<file path="config.mk">
export PLATFORM = sky130hd
export DESIGN_NAME = serial_frame_receiver_crc16
export DESIGN_NICKNAME = d
export VERILOG_FILES = /design/src/rtl/core/sfr_crc_pkg.sv /design/src/rtl/core/sfr_framer.sv /design/src/rtl/core/serial_frame_receiver_crc16.sv
export SDC_FILE = /design/constraint.sdc
export NUM_CORES = 1
export LEC_CHECK = 0
export BUFFER_PORTS_ARGS = -buffer_cell sky130_fd_sc_hd__buf_4
export CAP_MARGIN = 0
export CORE_MARGIN = 2
export CORE_UTILIZATION = 45
export DETAILED_ROUTE_END_ITERATION = 12
export SLEW_MARGIN = 0
export SYNTH_ARGS = -nofsm -noshare
export SYNTH_HDL_FRONTEND = slang
export SYNTH_SLANG_ARGS = --single-unit
</file>
<file path="constraint.sdc">
create_clock -name clock -period 3.9 [get_ports clock]
set_clock_uncertainty 0.2 [all_clocks]
set_input_delay 0.39 -clock clock [delete_from_list [all_inputs] [get_ports clock]]
set_output_delay 0.39 -clock clock [all_outputs]
set_load 0.05 [all_outputs]
</file>
<file path="src/rtl/core/sfr_crc_pkg.sv">
`timescale 1ns / 1ps

package sfr_crc_pkg;

   localparam logic [15:0] CRC_INIT      = 16'hFFFF;
   localparam logic [15:0] CRC_POLY      = 16'hA001;
   localparam logic [7:0]  HEAD_RESET    = 8'hAA;
   localparam logic [7:0]  TAIL_RESET    = 8'h55;
   localparam logic [7:0]  MAX_LEN_RESET = 8'd255;
   localparam logic [7:0]  MIN_FRAME_LEN = 8'd5;

   typedef enum logic [1:0] {
      ST_OK   = 2'd0,
      ST_CRC  = 2'd1,
      ST_LEN  = 2'd2,
      ST_TAIL = 2'd3
   } status_type;

   typedef enum logic [1:0] {
      CSR_HEAD    = 2'd0,
      CSR_TAIL    = 2'd1,
      CSR_MAX_LEN = 2'd2
   } csr_index_type;

   // Framing settings as seen by the framer.
   typedef struct packed {
      logic [7:0] head_byte;
      logic [7:0] tail_byte;
      logic [7:0] max_frame_len;
   } cfg_type;

   // One result word.
   typedef struct packed {
      status_type frame_status;
      logic       frame_end;
      logic       frame_start;
      logic [7:0] frame_byte;
   } rsp_item_type;

   // CRC-16/MODBUS update over one byte, LSB first.
   function automatic logic [15:0] crc_byte(input logic [15:0] crc, input logic [7:0] b);
      logic [15:0] c;
      c = crc ^ {8'h00, b};
      for (int k = 0; k < 8; k++) begin
         if (c[0]) begin
            c = (c >> 1) ^ CRC_POLY;
         end else begin
            c = c >> 1;
         end
      end
      return c;
   endfunction

endpackage

</file>
<file path="src/rtl/core/sfr_framer.sv">
`timescale 1ns / 1ps

module sfr_framer
   import sfr_crc_pkg::*;
(
   input  logic         clock,
   input  logic         reset,
   input  logic         step_en,
   input  logic [7:0]   rx_byte,
   input  cfg_type      cfg,
   output logic         res_valid,
   output rsp_item_type res_item
);

   logic        in_frame_ff,     in_frame_in;
   logic [7:0]  byte_index_ff,   byte_index_in;
   logic [7:0]  frame_length_ff, frame_length_in;
   logic [15:0] running_crc_ff,  running_crc_in;
   logic [7:0]  crc_low_seen_ff, crc_low_seen_in;
   logic        crc_ok_ff,       crc_ok_in;
   logic [7:0]  len_m3;
   logic [7:0]  len_m2;
   logic [15:0] crc_next;

   // Frame length is at least five whenever these are used, so no wrap.
   assign len_m3   = frame_length_ff - 8'd3;
   assign len_m2   = frame_length_ff - 8'd2;
   assign crc_next = crc_byte(in_frame_ff ? running_crc_ff : CRC_INIT, rx_byte);

   always_comb begin
      in_frame_in     = in_frame_ff;
      byte_index_in   = byte_index_ff;
      frame_length_in = frame_length_ff;
      running_crc_in  = running_crc_ff;
      crc_low_seen_in = crc_low_seen_ff;
      crc_ok_in       = crc_ok_ff;
      res_valid       = 1'b0;
      res_item        = '{frame_status: ST_OK, frame_end: 1'b0, frame_start: 1'b0,
                          frame_byte: rx_byte};
      if (step_en) begin
         if (!in_frame_ff) begin
            if (rx_byte == cfg.head_byte) begin
               in_frame_in          = 1'b1;
               byte_index_in        = 8'd1;
               running_crc_in       = crc_next;
               crc_low_seen_in      = 8'h00;
               crc_ok_in            = 1'b0;
               res_valid            = 1'b1;
               res_item.frame_start = 1'b1;
            end
         end else begin
            res_valid = 1'b1;
            priority if (byte_index_ff == 8'd1) begin
               frame_length_in = rx_byte;
               if (rx_byte < MIN_FRAME_LEN || rx_byte > cfg.max_frame_len) begin
                  res_item.frame_end    = 1'b1;
                  res_item.frame_status = ST_LEN;
                  in_frame_in           = 1'b0;
                  byte_index_in         = 8'd0;
                  running_crc_in        = CRC_INIT;
                  crc_low_seen_in       = 8'h00;
                  crc_ok_in             = 1'b0;
               end else begin
                  running_crc_in = crc_next;
                  byte_index_in  = 8'd2;
               end
            end else if (byte_index_ff < len_m3) begin
               running_crc_in = crc_next;
               byte_index_in  = byte_index_ff + 8'd1;
            end else if (byte_index_ff == len_m3) begin
               crc_low_seen_in = rx_byte;
               byte_index_in   = byte_index_ff + 8'd1;
            end else if (byte_index_ff == len_m2) begin
               crc_ok_in     = (crc_low_seen_ff == running_crc_ff[7:0]) &&
                               (rx_byte == running_crc_ff[15:8]);
               byte_index_in = byte_index_ff + 8'd1;
            end else begin
               // Tail position: a wrong tail outranks a bad CRC.
               res_item.frame_end = 1'b1;
               if (rx_byte != cfg.tail_byte) begin
                  res_item.frame_status = ST_TAIL;
               end else if (!crc_ok_ff) begin
                  res_item.frame_status = ST_CRC;
               end else begin
                  res_item.frame_status = ST_OK;
               end
               in_frame_in     = 1'b0;
               byte_index_in   = 8'd0;
               running_crc_in  = CRC_INIT;
               crc_low_seen_in = 8'h00;
               crc_ok_in       = 1'b0;
            end
         end
      end
   end

   always_ff @(posedge clock) begin
      if (reset) begin
         in_frame_ff     <= 1'b0;
         byte_index_ff   <= 8'd0;
         frame_length_ff <= 8'd0;
         running_crc_ff  <= CRC_INIT;
         crc_low_seen_ff <= 8'h00;
         crc_ok_ff       <= 1'b0;
      end else begin
         in_frame_ff     <= in_frame_in;
         byte_index_ff   <= byte_index_in;
         frame_length_ff <= frame_length_in;
         running_crc_ff  <= running_crc_in;
         crc_low_seen_ff <= crc_low_seen_in;
         crc_ok_ff       <= crc_ok_in;
      end
   end

endmodule

</file>
<file path="src/rtl/core/serial_frame_receiver_crc16.sv">
`timescale 1ns / 1ps

// Serial frame receiver with a CRC-16/MODBUS check. Received bytes arrive one
// word at a time on the req_ stream. Bytes are dropped until one matches the
// head byte; the byte after it gives the frame length, counted from head to
// tail. The frame is head, length, payload, CRC low, CRC high and tail, and
// framing follows the length alone, so head or tail values inside a frame are
// plain data. Every frame byte is echoed on the rsp_ stream with a start flag
// on the head and tlast on the final word, which also carries the status: ok,
// CRC error, length error (length below five or above the maximum, reported
// on the length byte itself) or tail error, the last taking precedence over a
// CRC error. The block takes one byte every clock cycle while the output
// register is free or being read, and each byte's result is in that register
// in the cycle after it is accepted; the byte-wide CRC update is combinational.
// The three settings are written through the csr_ port, which is always
// ready, and should be changed only while no frame is in progress.

module serial_frame_receiver_crc16
   import sfr_crc_pkg::*;
(
   input  logic       clock,
   input  logic       reset,
   // Input stream
   input  logic       req_tvalid,
   output logic       req_tready,
   input  logic [7:0] req_tdata,    // [7:0] rx_byte
   // Result stream
   output logic       rsp_tvalid,
   input  logic       rsp_tready,
   output logic [7:0] rsp_tdata,    // [7:0] frame_byte
   output logic       rsp_tlast,    // frame_end
   output logic [2:0] rsp_tuser,    // [0] frame_start, [2:1] frame_status
   // Settings write port
   input  logic       csr_valid,
   output logic       csr_ready,
   input  logic [1:0] csr_index,
   input  logic [7:0] csr_wdata
);

   cfg_type      cfg_ff;
   logic         req_accept;
   logic         step_valid;
   rsp_item_type step_item;
   logic         rsp_valid_ff;
   rsp_item_type rsp_item_ff;

   // The output register frees up in the same cycle its word is taken, so a
   // new byte can enter every cycle while the output word is being taken.
   assign req_tready = !rsp_valid_ff || rsp_tready;
   assign req_accept = req_tvalid && req_tready;
   assign csr_ready  = 1'b1;

   always_ff @(posedge clock) begin
      if (reset) begin
         cfg_ff.head_byte     <= HEAD_RESET;
         cfg_ff.tail_byte     <= TAIL_RESET;
         cfg_ff.max_frame_len <= MAX_LEN_RESET;
      end else if (csr_valid && csr_ready) begin
         case (csr_index)
            CSR_HEAD:    cfg_ff.head_byte     <= csr_wdata;
            CSR_TAIL:    cfg_ff.tail_byte     <= csr_wdata;
            CSR_MAX_LEN: cfg_ff.max_frame_len <= csr_wdata;
            default: ;
         endcase
      end
   end

   sfr_framer u_framer (
      .clock     (clock),
      .reset     (reset),
      .step_en   (req_accept),
      .rx_byte   (req_tdata),
      .cfg       (cfg_ff),
      .res_valid (step_valid),
      .res_item  (step_item)
   );

   always_ff @(posedge clock) begin
      if (reset) begin
         rsp_valid_ff <= 1'b0;
      end else if (req_accept) begin
         rsp_valid_ff <= step_valid;
      end else if (rsp_tready) begin
         rsp_valid_ff <= 1'b0;
      end
   end

   always_ff @(posedge clock) begin
      if (req_accept) begin
         rsp_item_ff <= step_item;
      end
   end

   assign rsp_tvalid = rsp_valid_ff;
   assign rsp_tdata  = rsp_item_ff.frame_byte;
   assign rsp_tlast  = rsp_item_ff.frame_end;
   assign rsp_tuser  = {rsp_item_ff.frame_status, rsp_item_ff.frame_start};

   // A head word can never also close its frame.
   a_start_not_end : assert property (@(posedge clock) disable iff (reset)
      rsp_tvalid && rsp_item_ff.frame_start |-> !rsp_item_ff.frame_end)
      else $error("frame start and frame end on the same word");

   // Only the closing word of a frame carries a non-ok status.
   a_status_on_end : assert property (@(posedge clock) disable iff (reset)
      rsp_tvalid && !rsp_item_ff.frame_end |-> rsp_item_ff.frame_status == ST_OK)
      else $error("status reported on a word that does not end a frame");

   // A start word echoes the configured head byte.
   a_start_is_head : assert property (@(posedge clock) disable iff (reset)
      rsp_tvalid && rsp_item_ff.frame_start |-> rsp_item_ff.frame_byte == cfg_ff.head_byte)
      else $error("frame start on a byte other than the head byte");

   // A byte that produces a result is visible in the next cycle.
   a_result_follows : assert property (@(posedge clock) disable iff (reset)
      req_accept && step_valid |=> rsp_valid_ff)
      else $error("result of an accepted byte was lost");

endmodule
</file>
* Yosys cells after proc, flatten, opt, wreduce, memory -nomap -nowiden
Cells that the tools add are included.
** Word-level totals
- Flip-flop bits (word level) :: 79
- Input bits :: 23
- Word-level logic and storage cells :: 114
** Cells by class
- $add $sub $neg :: 3
- $lt $le $gt $ge :: 3
- Equal/unequal tests :: 15
- Muxes and demuxes :: 54
- Bitwise operators :: 9
- Reduce and logical (&&, ||, !) cells :: 16
** Operators with widths (number)
- $mux W16 :: 16
- $mux W8 :: 13
- $eq A8 B8 Y1 :: 5
- $not A2 Y3 :: 8
- $mux W1 :: 18
- $sub A8 B2 Y8 const B :: 2
- $xor A16 B8 Y16 :: 1
- $mux W3 :: 5
- $ne A4 B4 Y1 const B :: 3
- $reduce_and A5 Y1 :: 2
- $ne A3 B3 Y1 const B :: 3
- $add A8 B1 Y8 const B :: 1
- $eq A8 B1 Y1 const B :: 1
- $gt A8 B8 Y1 :: 1
- $lt A8 B3 Y1 const B :: 1
- $lt A8 B8 Y1 :: 1
- $ne A8 B8 Y1 :: 1
- $reduce_and A2 Y1 :: 4
- $mux W2 :: 2
- $reduce_and A4 Y1 :: 1
- $reduce_bool A2 Y1 :: 2
- $reduce_and A3 Y1 :: 1
- $eq A2 B1 Y1 const B :: 1
- $eq A2 B2 Y1 const B :: 1
- other kinds (4) :: 6

* Depth between registers and ports, before layout
- Depth after elaboration :: 21
- Gate-level depth with buffers :: 14
- Gate-level depth less buffers :: 12

* Modules after synthesis
Synthesis repeated with hierarchy kept, for this count alone.
** Second synthesis, totals
- Cells, all modules :: 527
- Area total of the unflattened synthesis :: 4768.3 µm²
** By module, submodules not included
- sfr_framer :: instances 1, cells an instance 410, area each 3370.7 µm², seq. area each 840.8 µm²
- serial_frame_receiver_crc16 :: instances 1, cells an instance 117, area each 1397.6 µm², seq. area each 860.8 µm²

* Worst setup path after synthesis
No wires, ideal clock.
- Path kind :: register -> register
- Start :: register u_framer.frame_length_ff[2]
- End :: register u_framer.running_crc_ff[15]
- Library setup time :: 0.128 ns
- Data arrival time :: 2.703 ns
- Data required time :: 3.572 ns
- Setup slack :: 0.869 ns
- Stages on the path, launching flop included :: 14
- Buffers on the path :: 1
- Clock period less this slack :: 3.031 ns
- Cells stage by stage :: dfxtp_1 inv_1 ha_1 a21oi_1 nand2_1 xor2_1 ha_1 a21oi_1 o21ai_0 or2_2 a41o_2 buf_6 nor3_2 a22oi_2
** On the way
- Longest elaborated chain between the ends :: 5
** RTL lines
- start, declared :: line sfr_framer.sv:17 : logic [7:0] frame_length_ff, frame_length_in;
- start signal, assigned :: line sfr_framer.sv:108 : frame_length_ff <= frame_length_in;
- $sub A8 B2 Y8 :: line sfr_framer.sv:26 : assign len_m3 = frame_length_ff - 8'd3;
- $lt A8 B8 Y1 :: line sfr_framer.sv:67 : end else if (byte_index_ff < len_m3) begin
- $mux W16 :: line sfr_framer.sv:67
- $mux W16 :: line sfr_framer.sv:53 : priority if (byte_index_ff == 8'd1) begin
- $mux W16 :: line sfr_framer.sv:41 : if (!in_frame_ff) begin
- end signal, assigned :: line sfr_framer.sv:109 : running_crc_ff <= running_crc_in;
- end, declared :: line sfr_framer.sv:18 : logic [15:0] running_crc_ff, running_crc_in;
Several ways; a longest one is shown, not always the timed one.
A chain may end at the register's enable or synchronous reset.

* Worst setup path after layout
- Start :: register u_framer.frame_length_ff[2]
- End :: register u_framer.running_crc_ff[4]
The elaborated chain is that of the path after synthesis.

==> results.sh <==
export IMPL_outcome="finished, final reports clean"
export IMPL_gpl_final_weighted_congestion=0.856
export IMPL_synth_cell_types=56
export IMPL_startpoint_type="flop"
export IMPL_setup_worst_path_end_class="flop"
export IMPL_route_detailed_wl_per_inst_um=16.7
export IMPL_grt_util_met2=0.350
export IMPL_mostFrequentLayoutCell="sky130_fd_sc_hd__nand2_1"
export IMPL_routed_wire_length_mm=11.5
export IMPL_totalNegativeSetupSlack_ns=0
export IMPL_track_usage=0.218
export IMPL_dieArea_mm2=0.0112
export IMPL_clk_latency_ns=0.37
export IMPL_worst_ep_arrival_time_ns=3.55
export IMPL_total_leakage_power_uw=0.00207
export IMPL_regToRegEndpoint="u_framer.running_crc_ff[4]"
export IMPL_cts_post_setup_buffers_inserted=0
export IMPL_setup_worst_path_start="u_framer.frame_length_ff[2]"
export IMPL_ant_nets=0
export IMPL_floorplan_io_pins=38
export IMPL_critical_path_required_ns=3.95
export IMPL_unrepaired_setup_endpoints_after_global_routing="false"
export IMPL_synth_largest_area_cell="sky130_fd_sc_hd__dfxtp_1"
export IMPL_numCtsBuffers=9
export IMPL_placed_wire_length_estimate_after_detailed_placement_mm=8.06
export IMPL_number_of_design_rule_violations_left_by_the_first_detailed_router_iteration=177
export IMPL_routed_via_count=3633
export IMPL_syn_num_nets=567
export IMPL_maxCapViolCount=0
export IMPL_timing_hold_worst_start="csr_wdata[3]"
export IMPL_yosysTopAreaCellShare=0.288
export IMPL_final_util=0.511
export IMPL_final_hold_violating_endpoints=0
export IMPL_design_core_area_mm2=0.0102
export IMPL_mostFrequentLayoutCells="sky130_fd_sc_hd__nand2_1, sky130_fd_sc_hd__dfxtp_1, sky130_fd_sc_hd__xnor2_1"
export IMPL_synth_area_per_cell_um2=8.90
export IMPL_remaining_drc_errors=0
export IMPL_post_cts_resized=0
export IMPL_die_height_um=106
export IMPL_worstSetupPathType="reg2reg"
export IMPL_max_stage_delay_ns=0.63
export IMPL_longest_clk_path_bufs=2
export IMPL_area_growth_syn_to_layout_pct=11.7
export IMPL_die_width_um=106
export IMPL_peak_usage_layer_in_the_global_routing_report="met2"
export IMPL_cp_common_cell="sky130_fd_sc_hd__ha_1"
export IMPL_grt_use_met3=0.0346
export IMPL_detail_route_first_pass_iterations=4
export IMPL_setup_violations_final=0
export IMPL_maximum_number_of_pins_on_one_net_before_global_route_repair=33
export IMPL_vias_per_cell=5.30
export IMPL_antenna_violations_before_repair=0
export IMPL_synthesis_yosys_warnings=0
export IMPL_hold_buffers=0
export IMPL_worst_pin_slew_ns=0.533
export IMPL_synth_seq_area_share=0.365
export IMPL_ctsRootBufferMaster="sky130_fd_sc_hd__clkbuf_8"
export IMPL_asyncSetResetFlopFracSynth=0
export IMPL_cp_max_fo=31
export IMPL_worst_reg_to_reg_setup_slack_ns=0.40
export IMPL_grt_first_pass_wirelength_mm=18.9
export IMPL_crit_slowest_cell="sky130_fd_sc_hd__a41o_2"
export IMPL_synth_area_leaders="sky130_fd_sc_hd__dfxtp_1, sky130_fd_sc_hd__xnor2_1, sky130_fd_sc_hd__edfxtp_1"
export IMPL_placement_rows=37
export IMPL_antenna_cells_inserted=0
export IMPL_slew_headroom=0.644
export IMPL_synthesized_area_mm2=0.00466
export IMPL_critical_path_reg2reg_startpoint="u_framer.frame_length_ff[2]"
export IMPL_initial_util=0.457
export IMPL_period_minus_slack_ns=3.50
export IMPL_groute_layer_met1_usage=0.301
export IMPL_fmax_ghz=0.286
export IMPL_reg2reg_depth=12
export IMPL_final_max_slew_viol_count=0
export IMPL_worstSetupPathDepth=12
export IMPL_vdd_ir_drop_worst_mv=0.258
export IMPL_cts_tree="built"
export IMPL_timing_critical_path_cells="inv_1 -> ha_1 -> a21oi_1 -> nand2_1 -> xor2_1 -> ha_1 -> nand4_1 -> or2_2 -> o41ai_2 -> a41o_2 -> nor2b_1 -> o21ai_1"
export IMPL_gr_total_overflow=0
export IMPL_numClockSinks=79
export IMPL_layout_drive_gt1_share=0.145
export IMPL_synth_flop_cell="sky130_fd_sc_hd__dfxtp_1"
export IMPL_worstPathBufferInverterCount=1
export IMPL_finalCritPeriodShare=0.896
export IMPL_number_of_global_route_vias_before_repair=3545
export IMPL_synth_seq_cells=79
export IMPL_cts_clk_slew_worst_paths_ns=0.09
export IMPL_holdWs_ns=0.0766
export IMPL_hold_class="in2reg"
export IMPL_path_delay_family="compound AO/OA/AOI/OAI gates"
export IMPL_crit_end="u_framer.running_crc_ff[4]"
export IMPL_synth_edf_count=12
export IMPL_numPortBuffers=36
export IMPL_powerDensity_mw_per_mm2=332
export IMPL_synth_cells=523
export IMPL_finish_net_count=589
export IMPL_htree_num_levels=3
[final cells by class]
cell class                 instances  area [µm²]
sequential                        79        1700
multi-input combinational        394        2720
timing repair buffer              44         330
fill                             959        4980
tap                              136         170
clock buffer                      11         153
inverter                          17        63.8
clock inverter                     5        62.6
[routing by layer]
metal / vias to the layer above / wire length, µm
met5: - / 0
met4: 0 / 151
met3: 11 / 367
met2: 60 / 5340
met1: 1734 / 5600
li1: 1828 / -
[through the flow]
step / power [µW] / std cells / worst slack [ns] / area (µm²)
finish: 1730 / 686 / 0.405 / 5200
global route: 1790 / 686 / 0.124 / 5200
CTS: 1750 / 686 / 0.418 / 5200
detailed placement: 1090 / 670 / 0.439 / 4980
global placement: 1090 / 670 / 0.596 / 4980
floorplan: 1020 / 523 / 0.869 / 4660
[tightest hold or removal path, delay by kind of cell]
kind                   cells  cell delay [ns]
buffers and inverters      1             0.10
muxes                      1             0.06
and+or+nand+nor            1             0.06
[power by group]
part / internal [µW] / switching, µW
clock network: 338 / 321
registers: 845 / 8.33
logic: 85.2 / 130
[state kept, by name, summed over array words and instances (netlist names), 3 cells and up]
name / flops
cfg_ff: 24
u_framer.running_crc_ff: 16
rsp_tdata: 8
u_framer.byte_index_ff: 8
u_framer.crc_low_seen_ff: 8
u_framer.frame_length_ff: 8
rsp_tuser: 3
[cells in the mapped netlist, types with 6 or more instances]
cell type	count
sky130_fd_sc_hd__o21ai_1	10
sky130_fd_sc_hd__a21oi_1	17
sky130_fd_sc_hd__a31oi_1	6
sky130_fd_sc_hd__nand3_1	9
sky130_fd_sc_hd__inv_1	17
sky130_fd_sc_hd__dfxtp_1	67
sky130_fd_sc_hd__mux2i_1	25
sky130_fd_sc_hd__nor2_1	39
sky130_fd_sc_hd__o211ai_1	12
sky130_fd_sc_hd__nand4_1	12
sky130_fd_sc_hd__nand2_1	73
sky130_fd_sc_hd__nor2b_1	11
sky130_fd_sc_hd__xnor2_1	57
sky130_fd_sc_hd__nor4_1	6
sky130_fd_sc_hd__nand3b_1	7
sky130_fd_sc_hd__nor3_1	15
sky130_fd_sc_hd__buf_2	11
sky130_fd_sc_hd__edfxtp_1	12
sky130_fd_sc_hd__clkbuf_1	13
sky130_fd_sc_hd__xor2_1	18
sky130_fd_sc_hd__ha_1	21
[how the worst min path moves through the flow]
stage / depth (start not counted) / slack [ns] / endpoint
after floorplan: 2 / 0.24 / u_framer.crc_ok_ff
after global placement: 2 / 0.26 / u_framer.crc_ok_ff
after detailed placement: 2 / 0.26 / cfg_ff[15]
after CTS: 3 / 0.06 / cfg_ff[19]
after global routing: 3 / 0.06 / cfg_ff[19]
final: 3 / 0.08 / cfg_ff[19]
[cells by family (layout without fill, tap and decap cells)]
| kind of cell | after synthesis | after routing | share of synthesized area |
|---|---|---|---|
| adder cells (fa/ha/maj) | 21 | 21 | 0.0564 |
| AO/OA/AOI/OAI | 70 | 70 | 0.108 |
| other | 1 | 1 | 0.000805 |
| buffers and inverters | 50 | 77 | 0.0505 |
| AND/OR/NAND/NOR | 200 | 200 | 0.215 |
| XOR/XNOR | 77 | 77 | 0.151 |
| flip-flops | 79 | 79 | 0.365 |
| multiplexers | 25 | 25 | 0.0537 |
Power figures use the tool's default switching activity.
